===== src/rtl/core/pcsp_pkg.sv =====
// ----------------------------------------------------------------------------
// pcsp_pkg
// Shared types and character constants for the conversion spec parser.
// ----------------------------------------------------------------------------
`timescale 1ns / 1ps
`default_nettype none

package pcsp_pkg;

  localparam int unsigned NUM_W = 31;   // width of the numeric result fields
  localparam int unsigned LEN_W = 8;    // width of the consumed length field

  // Parsing phase, one-hot.
  typedef enum logic [3:0] {
    PH_FLAGS = 4'b0001,
    PH_WIDTH = 4'b0010,
    PH_DOT   = 4'b0100,
    PH_PREC  = 4'b1000
  } phase_t;

  // Minus mode codes.
  localparam logic [1:0] MINUS_NONE = 2'd0;
  localparam logic [1:0] MINUS_FLAG = 2'd1;
  localparam logic [1:0] MINUS_STAR = 2'd2;

  // Conversion codes.
  localparam logic [3:0] CONV_NONE    = 4'd0;
  localparam logic [3:0] CONV_C       = 4'd1;
  localparam logic [3:0] CONV_S       = 4'd2;
  localparam logic [3:0] CONV_P       = 4'd3;
  localparam logic [3:0] CONV_D       = 4'd4;
  localparam logic [3:0] CONV_I       = 4'd5;
  localparam logic [3:0] CONV_U       = 4'd6;
  localparam logic [3:0] CONV_X_LOW   = 4'd7;
  localparam logic [3:0] CONV_X_UP    = 4'd8;
  localparam logic [3:0] CONV_PERCENT = 4'd9;

  // Flag bit positions within the flag vector.
  localparam logic [3:0] FLAG_HASH  = 4'b0001;
  localparam logic [3:0] FLAG_PLUS  = 4'b0010;
  localparam logic [3:0] FLAG_SPACE = 4'b0100;
  localparam logic [3:0] FLAG_ZERO  = 4'b1000;

  // Characters.
  localparam logic [7:0] CH_NUL     = 8'h00;
  localparam logic [7:0] CH_HASH    = 8'h23;
  localparam logic [7:0] CH_PLUS    = 8'h2B;
  localparam logic [7:0] CH_SPACE   = 8'h20;
  localparam logic [7:0] CH_MINUS   = 8'h2D;
  localparam logic [7:0] CH_ZERO    = 8'h30;
  localparam logic [7:0] CH_NINE    = 8'h39;
  localparam logic [7:0] CH_STAR    = 8'h2A;
  localparam logic [7:0] CH_DOT     = 8'h2E;
  localparam logic [7:0] CH_C       = 8'h63;
  localparam logic [7:0] CH_S       = 8'h73;
  localparam logic [7:0] CH_P       = 8'h70;
  localparam logic [7:0] CH_D       = 8'h64;
  localparam logic [7:0] CH_I       = 8'h69;
  localparam logic [7:0] CH_U       = 8'h75;
  localparam logic [7:0] CH_X_LOW   = 8'h78;
  localparam logic [7:0] CH_X_UP    = 8'h58;
  localparam logic [7:0] CH_PERCENT = 8'h25;

  // Control part of the parser state.
  typedef struct packed {
    phase_t     phase;
    logic [3:0] flag_bits;
    logic [1:0] minus_state;
    logic       prec_given;
    logic       prec_neg;
    logic       star_lock;
  } ctl_t;

  localparam ctl_t CTL_CLEAR = '{
    phase:       PH_FLAGS,
    flag_bits:   4'b0000,
    minus_state: MINUS_NONE,
    prec_given:  1'b0,
    prec_neg:    1'b0,
    star_lock:   1'b0
  };

  // One finished conversion spec.
  typedef struct packed {
    logic             flag_hash;
    logic             flag_plus;
    logic             flag_space;
    logic [1:0]       minus_mode;
    logic             flag_zero;
    logic [NUM_W-1:0] field_width;
    logic             precision_given;
    logic [NUM_W-1:0] precision_value;
    logic             precision_negative;
    logic [3:0]       conv_code;
    logic             unresolved;
    logic [LEN_W-1:0] consumed_len;
  } result_t;

endpackage

`default_nettype wire


===== src/rtl/core/pcsp_if.sv =====
// ----------------------------------------------------------------------------
// pcsp_if
// Valid/ready channels for format characters and for finished specs.
// ----------------------------------------------------------------------------
`timescale 1ns / 1ps
`default_nettype none

interface pcsp_char_if;
  logic              valid;
  logic              ready;
  logic [7:0]        ch;
  logic signed [31:0] star_value;

  modport source(output valid, ch, star_value, input ready);
  modport sink(input valid, ch, star_value, output ready);
endinterface

interface pcsp_spec_if;
  logic                           valid;
  logic                           ready;
  logic                           flag_hash;
  logic                           flag_plus;
  logic                           flag_space;
  logic [1:0]                     minus_mode;
  logic                           flag_zero;
  logic [pcsp_pkg::NUM_W-1:0]     field_width;
  logic                           precision_given;
  logic [pcsp_pkg::NUM_W-1:0]     precision_value;
  logic                           precision_negative;
  logic [3:0]                     conv_code;
  logic                           unresolved;
  logic [pcsp_pkg::LEN_W-1:0]     consumed_len;

  modport source(output valid, flag_hash, flag_plus, flag_space, minus_mode, flag_zero,
                 field_width, precision_given, precision_value, precision_negative,
                 conv_code, unresolved, consumed_len, input ready);
  modport sink(input valid, flag_hash, flag_plus, flag_space, minus_mode, flag_zero,
               field_width, precision_given, precision_value, precision_negative,
               conv_code, unresolved, consumed_len, output ready);
endinterface

`default_nettype wire


===== src/rtl/core/printf_conversion_spec_parser_top.sv =====
// A terminating character waits in the input stage register; its result is
// written to the result register once that is free and is then offered on specs.
// Throughput: one character per cycle unless a terminator waits on a full result
// register; the parse state updates through combinational logic between registers.
// Reset clears the parse state and both valid flags; no result is pending.
// ----------------------------------------------------------------------------
// printf_conversion_spec_parser_top
// Parses the characters after a percent sign into one conversion spec.
// ----------------------------------------------------------------------------
`timescale 1ns / 1ps
`default_nettype none

module printf_conversion_spec_parser_top #(
  parameter int unsigned NUM_BITS = 31,
  parameter int unsigned LEN_BITS = 8
) (
  input  logic               clk,
  input  logic               rst,
  pcsp_char_if.sink          chars,
  pcsp_spec_if.source        specs
);

  // Input stage.
  logic                s1_valid;
  logic [7:0]          s1_ch;
  logic signed [31:0]  s1_star;

  // Parse state.
  pcsp_pkg::ctl_t      ctl;
  logic [NUM_BITS-1:0] width_acc;
  logic [NUM_BITS-1:0] prec_acc;
  logic [LEN_BITS-1:0] char_count;

  // Parse logic outputs.
  pcsp_pkg::ctl_t      ctl_next;
  logic [NUM_BITS-1:0] width_next;
  logic [NUM_BITS-1:0] prec_next;
  logic [LEN_BITS-1:0] count_next;
  logic                emit;
  pcsp_pkg::result_t   res_next;

  // Result stage.
  logic                out_valid;
  pcsp_pkg::result_t   out_res;

  logic                out_free;
  logic                s1_fire;
  logic                in_fire;

  assign out_free     = !out_valid || specs.ready;
  assign s1_fire      = s1_valid && (!emit || out_free);
  assign chars.ready  = !s1_valid || s1_fire;
  assign in_fire      = chars.valid && chars.ready;

  pcsp_parse #(
    .NUM_BITS (NUM_BITS),
    .LEN_BITS (LEN_BITS)
  ) u_parse (
    .ch         (s1_ch),
    .star_value (s1_star),
    .ctl        (ctl),
    .width_acc  (width_acc),
    .prec_acc   (prec_acc),
    .char_count (char_count),
    .ctl_next   (ctl_next),
    .width_next (width_next),
    .prec_next  (prec_next),
    .count_next (count_next),
    .emit       (emit),
    .res        (res_next)
  );

  always_ff @(posedge clk) begin
    if (rst) begin
      s1_valid <= 1'b0;
    end else if (chars.ready) begin
      s1_valid <= chars.valid;
    end
  end

  always_ff @(posedge clk) begin
    if (in_fire) begin
      s1_ch   <= chars.ch;
      s1_star <= chars.star_value;
    end
  end

  always_ff @(posedge clk) begin
    if (rst) begin
      ctl        <= pcsp_pkg::CTL_CLEAR;
      width_acc  <= '0;
      prec_acc   <= '0;
      char_count <= '0;
    end else if (s1_fire) begin
      ctl        <= ctl_next;
      width_acc  <= width_next;
      prec_acc   <= prec_next;
      char_count <= count_next;
    end
  end

  always_ff @(posedge clk) begin
    if (rst) begin
      out_valid <= 1'b0;
    end else if (s1_fire && emit) begin
      out_valid <= 1'b1;
    end else if (specs.ready) begin
      out_valid <= 1'b0;
    end
  end

  always_ff @(posedge clk) begin
    if (s1_fire && emit) begin
      out_res <= res_next;
    end
  end

  assign specs.valid              = out_valid;
  assign specs.flag_hash          = out_res.flag_hash;
  assign specs.flag_plus          = out_res.flag_plus;
  assign specs.flag_space         = out_res.flag_space;
  assign specs.minus_mode         = out_res.minus_mode;
  assign specs.flag_zero          = out_res.flag_zero;
  assign specs.field_width        = out_res.field_width;
  assign specs.precision_given    = out_res.precision_given;
  assign specs.precision_value    = out_res.precision_value;
  assign specs.precision_negative = out_res.precision_negative;
  assign specs.conv_code          = out_res.conv_code;
  assign specs.unresolved         = out_res.unresolved;
  assign specs.consumed_len       = out_res.consumed_len;

  // A terminating character always leaves a fresh spec behind.
  a_clear_after_emit: assert property (@(posedge clk) disable iff (rst)
    s1_fire && emit |=> (ctl == pcsp_pkg::CTL_CLEAR) && (char_count == '0)
      && (width_acc == '0) && (prec_acc == '0))
    else $error("parse state not cleared after a terminating item");

  // The input stage only holds when its result cannot be written.
  a_stall_cause: assert property (@(posedge clk) disable iff (rst)
    s1_valid && !s1_fire |-> emit && out_valid && !specs.ready)
    else $error("input stage stalled without a blocked result");

  // A known specifier is never also unresolved.
  a_conv_unresolved: assert property (@(posedge clk) disable iff (rst)
    out_valid |-> !((out_res.conv_code != pcsp_pkg::CONV_NONE) && out_res.unresolved))
    else $error("result has both a conversion code and the unresolved mark");

  // A negative star precision implies a precision part with value zero.
  a_prec_neg: assert property (@(posedge clk) disable iff (rst)
    out_valid && out_res.precision_negative |->
      out_res.precision_given && (out_res.precision_value == '0))
    else $error("negative precision without precision part or with nonzero value");

  // Minus mode never takes the unused code.
  a_minus_code: assert property (@(posedge clk) disable iff (rst)
    out_valid |-> (out_res.minus_mode == pcsp_pkg::MINUS_NONE)
      || (out_res.minus_mode == pcsp_pkg::MINUS_FLAG)
      || (out_res.minus_mode == pcsp_pkg::MINUS_STAR))
    else $error("minus mode holds an unused code");

endmodule

`default_nettype wire


===== src/rtl/core/pcsp_parse.sv =====
// ----------------------------------------------------------------------------
// pcsp_parse
// Next-state and result logic for one format character.
// ----------------------------------------------------------------------------
`timescale 1ns / 1ps
`default_nettype none

module pcsp_parse #(
  parameter int unsigned NUM_BITS = 31,
  parameter int unsigned LEN_BITS = 8
) (
  input  logic [7:0]              ch,
  input  logic signed [31:0]      star_value,
  input  pcsp_pkg::ctl_t          ctl,
  input  logic [NUM_BITS-1:0]     width_acc,
  input  logic [NUM_BITS-1:0]     prec_acc,
  input  logic [LEN_BITS-1:0]     char_count,
  output pcsp_pkg::ctl_t          ctl_next,
  output logic [NUM_BITS-1:0]     width_next,
  output logic [NUM_BITS-1:0]     prec_next,
  output logic [LEN_BITS-1:0]     count_next,
  output logic                    emit,
  output pcsp_pkg::result_t       res
);

  localparam int unsigned MUL_W = NUM_BITS + 4;
  localparam int unsigned CNT_W = (LEN_BITS > pcsp_pkg::LEN_W) ? LEN_BITS : pcsp_pkg::LEN_W;
  localparam logic [NUM_BITS-1:0] NUM_MAX = '1;
  localparam logic [LEN_BITS-1:0] LEN_MAX = '1;
  localparam logic [CNT_W-1:0]    OUT_LEN_MAX = CNT_W'({pcsp_pkg::LEN_W{1'b1}});

  logic                is_digit;
  logic [MUL_W-1:0]    digit_ext;
  logic                star_neg;
  logic [31:0]         star_mag;
  logic [NUM_BITS-1:0] star_sat;
  logic [MUL_W-1:0]    width_x10;
  logic [MUL_W-1:0]    prec_x10;
  logic [NUM_BITS-1:0] width_dig;
  logic [NUM_BITS-1:0] prec_dig;
  logic [LEN_BITS-1:0] count_inc;
  logic [LEN_BITS-1:0] count_fin;
  logic [CNT_W-1:0]    count_wide;
  logic [3:0]          flag_bit;
  logic [3:0]          conv;
  logic                in_flags;
  logic                in_width;
  logic                in_dot;
  logic                in_prec;

  assign is_digit  = (ch >= pcsp_pkg::CH_ZERO) && (ch <= pcsp_pkg::CH_NINE);
  assign digit_ext = MUL_W'(ch[3:0]);
  assign star_neg  = star_value[31];
  assign star_mag  = star_neg ? 32'(-star_value) : 32'(star_value);
  assign star_sat  = (|star_mag[31:NUM_BITS]) ? NUM_MAX : star_mag[NUM_BITS-1:0];

  // Times ten as two shifted copies; saturate when any bit lands above the field.
  assign width_x10 = (MUL_W'(width_acc) << 3) + (MUL_W'(width_acc) << 1) + digit_ext;
  assign prec_x10  = (MUL_W'(prec_acc) << 3) + (MUL_W'(prec_acc) << 1) + digit_ext;
  assign width_dig = (|width_x10[MUL_W-1:NUM_BITS]) ? NUM_MAX : width_x10[NUM_BITS-1:0];
  assign prec_dig  = (|prec_x10[MUL_W-1:NUM_BITS]) ? NUM_MAX : prec_x10[NUM_BITS-1:0];

  assign count_inc = (char_count == LEN_MAX) ? char_count : char_count + 1'b1;

  assign in_flags = (ctl.phase == pcsp_pkg::PH_FLAGS);
  assign in_width = (ctl.phase == pcsp_pkg::PH_WIDTH);
  assign in_dot   = (ctl.phase == pcsp_pkg::PH_DOT);
  assign in_prec  = (ctl.phase == pcsp_pkg::PH_PREC);

  always_comb begin
    case (ch)
      pcsp_pkg::CH_HASH:  flag_bit = pcsp_pkg::FLAG_HASH;
      pcsp_pkg::CH_PLUS:  flag_bit = pcsp_pkg::FLAG_PLUS;
      pcsp_pkg::CH_SPACE: flag_bit = pcsp_pkg::FLAG_SPACE;
      pcsp_pkg::CH_ZERO:  flag_bit = pcsp_pkg::FLAG_ZERO;
      default:            flag_bit = 4'b0000;
    endcase
  end

  always_comb begin
    case (ch)
      pcsp_pkg::CH_C:       conv = pcsp_pkg::CONV_C;
      pcsp_pkg::CH_S:       conv = pcsp_pkg::CONV_S;
      pcsp_pkg::CH_P:       conv = pcsp_pkg::CONV_P;
      pcsp_pkg::CH_D:       conv = pcsp_pkg::CONV_D;
      pcsp_pkg::CH_I:       conv = pcsp_pkg::CONV_I;
      pcsp_pkg::CH_U:       conv = pcsp_pkg::CONV_U;
      pcsp_pkg::CH_X_LOW:   conv = pcsp_pkg::CONV_X_LOW;
      pcsp_pkg::CH_X_UP:    conv = pcsp_pkg::CONV_X_UP;
      pcsp_pkg::CH_PERCENT: conv = pcsp_pkg::CONV_PERCENT;
      default:              conv = pcsp_pkg::CONV_NONE;
    endcase
  end

  // A character that does not fit the current phase falls through to the
  // next phase's checks in the same cycle, and finally terminates the spec.
  always_comb begin
    ctl_next   = ctl;
    width_next = width_acc;
    prec_next  = prec_acc;
    count_next = count_inc;
    emit       = 1'b0;
    if (in_flags && (flag_bit != 4'b0000)) begin
      ctl_next.flag_bits = ctl.flag_bits | flag_bit;
    end else if (in_flags && (ch == pcsp_pkg::CH_MINUS)) begin
      ctl_next.minus_state = pcsp_pkg::MINUS_FLAG;
    end else if (in_flags && (ch == pcsp_pkg::CH_STAR)) begin
      if (star_neg && (ctl.minus_state == pcsp_pkg::MINUS_NONE)) begin
        ctl_next.minus_state = pcsp_pkg::MINUS_STAR;
      end
      width_next         = star_sat;
      ctl_next.star_lock = 1'b1;
      ctl_next.phase     = pcsp_pkg::PH_WIDTH;
    end else if ((in_flags || in_width) && is_digit && !ctl.star_lock) begin
      width_next     = width_dig;
      ctl_next.phase = pcsp_pkg::PH_WIDTH;
    end else if ((in_flags || in_width) && (ch == pcsp_pkg::CH_DOT)) begin
      ctl_next.prec_given = 1'b1;
      ctl_next.star_lock  = 1'b0;
      ctl_next.phase      = pcsp_pkg::PH_DOT;
    end else if (in_dot && (ch == pcsp_pkg::CH_STAR)) begin
      if (star_neg) begin
        prec_next         = '0;
        ctl_next.prec_neg = 1'b1;
      end else begin
        prec_next = star_sat;
      end
      ctl_next.star_lock = 1'b1;
      ctl_next.phase     = pcsp_pkg::PH_PREC;
    end else if ((in_dot || in_prec) && is_digit && !ctl.star_lock) begin
      prec_next      = prec_dig;
      ctl_next.phase = pcsp_pkg::PH_PREC;
    end else begin
      emit       = 1'b1;
      ctl_next   = pcsp_pkg::CTL_CLEAR;
      width_next = '0;
      prec_next  = '0;
      count_next = '0;
    end
  end

  // The result is built from the state before this character.
  assign count_fin  = (conv != pcsp_pkg::CONV_NONE) ? count_inc : char_count;
  assign count_wide = CNT_W'(count_fin);

  always_comb begin
    res.flag_hash          = ctl.flag_bits[0];
    res.flag_plus          = ctl.flag_bits[1];
    res.flag_space         = ctl.flag_bits[2];
    res.minus_mode         = ctl.minus_state;
    res.flag_zero          = ctl.flag_bits[3];
    res.field_width        = pcsp_pkg::NUM_W'(width_acc);
    res.precision_given    = ctl.prec_given;
    res.precision_value    = pcsp_pkg::NUM_W'(prec_acc);
    res.precision_negative = ctl.prec_neg;
    res.conv_code          = conv;
    res.unresolved         = (conv == pcsp_pkg::CONV_NONE) && (ch != pcsp_pkg::CH_NUL);
    res.consumed_len       = (count_wide > OUT_LEN_MAX) ? pcsp_pkg::LEN_W'(OUT_LEN_MAX)
                                                        : count_wide[pcsp_pkg::LEN_W-1:0];
  end

endmodule

`default_nettype wire


===== src/flat_wrapper.sv =====
// flat-port wrapper written by rule: the top's interface ports become plain ports
module printf_conversion_spec_parser_top_flat 
#(
  parameter int unsigned NUM_BITS = 31,
  parameter int unsigned LEN_BITS = 8
)
  (clk, rst, chars_valid, chars_ch, chars_star_value, chars_ready, specs_valid, specs_flag_hash, specs_flag_plus, specs_flag_space, specs_minus_mode, specs_flag_zero, specs_field_width, specs_precision_given, specs_precision_value, specs_precision_negative, specs_conv_code, specs_unresolved, specs_consumed_len, specs_ready);
  pcsp_char_if chars_i ();
  pcsp_spec_if specs_i ();
  input  logic clk;
  input  logic rst;
  input wire logic [$bits(chars_i.valid)-1:0] chars_valid;
  input wire logic [$bits(chars_i.ch)-1:0] chars_ch;
  input wire logic [$bits(chars_i.star_value)-1:0] chars_star_value;
  output wire logic [$bits(chars_i.ready)-1:0] chars_ready;
  output wire logic [$bits(specs_i.valid)-1:0] specs_valid;
  output wire logic [$bits(specs_i.flag_hash)-1:0] specs_flag_hash;
  output wire logic [$bits(specs_i.flag_plus)-1:0] specs_flag_plus;
  output wire logic [$bits(specs_i.flag_space)-1:0] specs_flag_space;
  output wire logic [$bits(specs_i.minus_mode)-1:0] specs_minus_mode;
  output wire logic [$bits(specs_i.flag_zero)-1:0] specs_flag_zero;
  output wire logic [$bits(specs_i.field_width)-1:0] specs_field_width;
  output wire logic [$bits(specs_i.precision_given)-1:0] specs_precision_given;
  output wire logic [$bits(specs_i.precision_value)-1:0] specs_precision_value;
  output wire logic [$bits(specs_i.precision_negative)-1:0] specs_precision_negative;
  output wire logic [$bits(specs_i.conv_code)-1:0] specs_conv_code;
  output wire logic [$bits(specs_i.unresolved)-1:0] specs_unresolved;
  output wire logic [$bits(specs_i.consumed_len)-1:0] specs_consumed_len;
  input wire logic [$bits(specs_i.ready)-1:0] specs_ready;
  assign chars_i.valid = chars_valid;
  assign chars_i.ch = chars_ch;
  assign chars_i.star_value = chars_star_value;
  assign chars_ready = chars_i.ready;
  assign specs_valid = specs_i.valid;
  assign specs_flag_hash = specs_i.flag_hash;
  assign specs_flag_plus = specs_i.flag_plus;
  assign specs_flag_space = specs_i.flag_space;
  assign specs_minus_mode = specs_i.minus_mode;
  assign specs_flag_zero = specs_i.flag_zero;
  assign specs_field_width = specs_i.field_width;
  assign specs_precision_given = specs_i.precision_given;
  assign specs_precision_value = specs_i.precision_value;
  assign specs_precision_negative = specs_i.precision_negative;
  assign specs_conv_code = specs_i.conv_code;
  assign specs_unresolved = specs_i.unresolved;
  assign specs_consumed_len = specs_i.consumed_len;
  assign specs_i.ready = specs_ready;
  printf_conversion_spec_parser_top #(.NUM_BITS(NUM_BITS), .LEN_BITS(LEN_BITS)) u_core (.clk(clk), .rst(rst), .chars(chars_i), .specs(specs_i));
endmodule

===== config.mk =====
export PLATFORM = sky130hd
export DESIGN_NAME = printf_conversion_spec_parser_top_flat
export DESIGN_NICKNAME = d
export VERILOG_FILES = /design/src/rtl/core/pcsp_pkg.sv /design/src/rtl/core/pcsp_if.sv /design/src/rtl/core/printf_conversion_spec_parser_top.sv /design/src/rtl/core/pcsp_parse.sv /design/src/flat_wrapper.sv
export SDC_FILE = /design/constraint.sdc
export NUM_CORES = 1
export LEC_CHECK = 0
export ABC_AREA = 1
export BUFFER_PORTS_ARGS = -buffer_cell sky130_fd_sc_hd__buf_2
export CORE_ASPECT_RATIO = 1.25
export CORE_MARGIN = 4
export CORE_UTILIZATION = 30
export DETAILED_ROUTE_END_ITERATION = 10
export SLEW_MARGIN = 20
export SYNTH_ARGS = -nofsm -noshare
export SYNTH_HDL_FRONTEND = slang
export SYNTH_SLANG_ARGS = --single-unit

===== constraint.sdc =====
create_clock -name clk -period 5.63 [get_ports clk]
set_input_delay 1.689 -clock clk [delete_from_list [all_inputs] [get_ports clk]]
set_output_delay 1.689 -clock clk [all_outputs]
set_load 0.01 [all_outputs]

==> flow_summary_export.csv <==
group,metric,value,unit
setup_path,cp_capture_type,"primary output",
place,post-place-cells,2892,
routing,detailedRoute.firstPassIterationCount,5,
setup_path,worst-endpoint-required,3940,ps
final_layout,commonest_non_fill_non_tap_cell_in_the_layout,"nand2_1",
final_layout,num-fill-cells,5268,
yosys,syn-num-nets,2326,
sta,final.setup.tns,0,ps
die,core,49300,µm²
grt,pin_count_of_the_biggest_net_entering_global_routing,64,
power_and_ir_drop,static-leakage-power,8.65,nW
final_layout,design_area,17100,µm²
die,num_io_pins,129,
setup_path,critPathArrivalTime,3080,ps
setup_path,timing_worst_setup_path_type,"reg -> out",
yosys,synthArstFlopShare,0,%
sta,slew_headroom,28.4,%
clock_network,cts_tree,"done",
sta,final_min_period_over_clock_period,84.7,%
sta,final_critical_path_time_including_i_o_delays_and_setup,4770,ps
die,die_x,207,µm
clock_network,clock_sink_count,208,
setup_path,r2r_setup_slack,1350,ps
final_layout,diodes,0,
clock_network,cts_buffer_depth,3,
final_layout,fin_cells,2937,
routing,antenna_violating_nets_post_route,0,
clock_network,htreeDepth,1,
routing,routed_wire_length_per_instance,15.4,µm
setup_path,r2r_start,"u_core.s1_ch[3]",
grt,grt_remaining_overflow,0,
die,initial_utilization,30.2,%
clock_network,post_cts.repair.setup_buffers,0,
setup_path,cp-startpoint,"u_core.s1_ch[3]",
die,die-area,53400,µm²
sta,max_slew.worst_pin.slew,1070,ps
sta,slew_viol_final,0,
grt,via_count_of_the_first_global_routing_pass,13834,
hold_path,worst_hold_path_type,"reg -> reg",
place,placed_cell_areas,16200,µm²
clock_network,post_cts_hold_buffer_count,0,
final_layout,post_route_cells_drive_above_1_share,8.88,%
final_layout,mostFrequentLayoutCells,"nand2_1 (701), inv_1 (325), nor2_1 (264)",
job,drv.max_cap_violation_count,0,
yosys,synth-warning-count,0,
sta,maxClockFrequency,0.210,GHz
grt,antenna_found_initial,0,
grt,grt_first_pass_wirelength,71900,µm
place,post-place-ws,1200,ps
sta,final-setup-viol-count,0,
yosys,yosysSeqAreaShare,36.2,%
yosys,netlist-cell-type-count,42,
power_and_ir_drop,power_per_cell_area,246,nW/µm²
die,row_count,91,
clock_network,clk_pin_slew,60,ps
power_and_ir_drop,ir_drop_worst_case_vdd,0.157,mV
grt,grt_use_total,16.4,%
final_layout,finish.utilization,34.7,%
routing,drt_drc_violations_left,0,
sta,rsz0062_at_grt,"false",
clock_network,cts.repair.resized,0,
sta,final_hold_viol_count,0,
yosys,synth.avg_cell_area,6.92,µm²
clock_network,numCtsBuffers,24,
sta,post_route_skew,16.8,ps
routing,vias,13712,
place,count_of_buffers_inserted_at_the_top_level_ports,128,
clock_network,worstSkewPairLatency,550,ps
yosys,flop_and_latch_count_out_of_synthesis,208,
yosys,synthFlopType,"edfxtp_1",
final_layout,syn_to_final_growth,14.9,%
sta,post-route-worst-setup-slack,859,ps
yosys,post_synth_design_cell_area,14900,µm²
run_status,run_status,"finished, final reports clean",
routing,vias_per_cell,4.67,
clock_network,cts_root_buffer,"clkbuf_16",
place,hpwlAfterDp,36300,µm
place,gp_congestion,0.941,
yosys,number_of_synthesized_flops_with_an_enable_pin,123,
routing,route.final.wire_length,45300,µm
routing,first_iter_violations,834,
hold_path,holdCritStartpoint,"u_core.ctl[5]",
final_layout,layout.nets,2440,
setup_path,critical_path.startpoint_type,"flip-flop",
yosys,post_synth_inst_count,2154,
die,dieHeight,257,µm
setup_path,critPathMaxFanout,20,
==> per-layer routing <==
metal / share of wire [%] / track usage [%] / wire (µm) / up-vias
li1: - / - / - / 7090
met2: 52 / 31.2 / 23400 / 266
met1: 41 / 18.7 / 18600 / 6270
met4: 4.2 / 6.65 / 1880 / 0
met3: 3.2 / 1.54 / 1440 / 86
met5: 0 / 0 / 0 / -
==> logic make-up (layout without fill, tap and decap cells) <==
kind of cell | count (synthesis) | count (layout) | synth area share, %
AND/OR/NAND/NOR | 1151 | 1151 | 31.4
flip-flops | 208 | 208 | 36.2
XOR/XNOR | 60 | 60 | 3.52
AO/OA/AOI/OAI | 226 | 226 | 8.16
adder cells (fa/ha/maj) | 128 | 128 | 10.9
buffers and inverters | 381 | 513 | 9.82
==> synthesized netlist by cell type (all sizes together) (7+ instances only) <==
cell | count | share of area, %
nand3 | 106 | 3.6
o21ai | 36 | 1.2
a21oi | 154 | 5.2
inv | 330 | 8.3
dfxtp | 85 | 11
o21bai | 10 | 0.50
nor2 | 271 | 6.9
a31oi | 14 | 0.59
edfxtp | 123 | 25
nand3b | 11 | 0.55
o211ai | 7 | 0.35
xor2 | 26 | 1.5
buf | 30 | 0.98
nand4 | 22 | 1.1
xnor2 | 34 | 2.0
nor3 | 28 | 1.0
clkbuf | 20 | 0.50
ha | 124 | 10
nand2 | 704 | 18
==> worst max-delay path, stage by stage, from the launching register on <==
cell and delay (ps):
edfxtp_1 600, inv_1 180, nor2_4 160, nand2_1 100, nor3_4 530, inv_2 310
nand2_1 150, nor2_2 90, nand4_4 110, nor2_1 90, inv_1 70, buf_2 130
==> metrics by stage <==
| step | hold WS [ps] | power [mW] |
|---|---|---|
| after floorplan | 408 | 2.31 |
| after global placement | 422 | 2.53 |
| after detailed placement | 425 | 2.53 |
| after CTS | 436 | 4.27 |
| after global routing | 445 | 4.43 |
| final | 433 | 4.22 |
==> flip-flops by register name, summed over array words and instances, names as in the netlist, 2 cells and up <==
name,count
u_core.width_acc,31
u_core.specs.precision_value,31
u_core.specs.field_width,31
u_core.specs.conv_code,4
u_core.s1_star,32
u_core.char_count,8
u_core.ctl,13
u_core.specs.minus_mode,2
u_core.s1_ch,8
u_core.specs.consumed_len,8
u_core.prec_acc,31
==> final cells by class <==
type                    instances  area [µm²]  area share (%)
multi-input cells            1565        8080            47.2
flip-flops and latches        208        5400            31.5
inverters                     331        1240            7.26
well taps                     651         815            4.76
repair buffers                138         728            4.25
clock buffers                  29         672            3.92
clock inverters                15         196            1.15
==> power by group <==
part	switching [mW]	internal, mW
combinational	0.456	0.256
clock	0.672	1.04
sequential	0.0838	1.71
==> final timing paths <==
kind	end	depth (start not counted)
hold / removal	u_core.specs.flag_hash	0
setup reg to reg	u_core.specs.precision_value[11]	13
hold reg to reg	u_core.specs.flag_hash	0
setup / recovery	chars_ready	11
(Power assumes the default switching activity.)
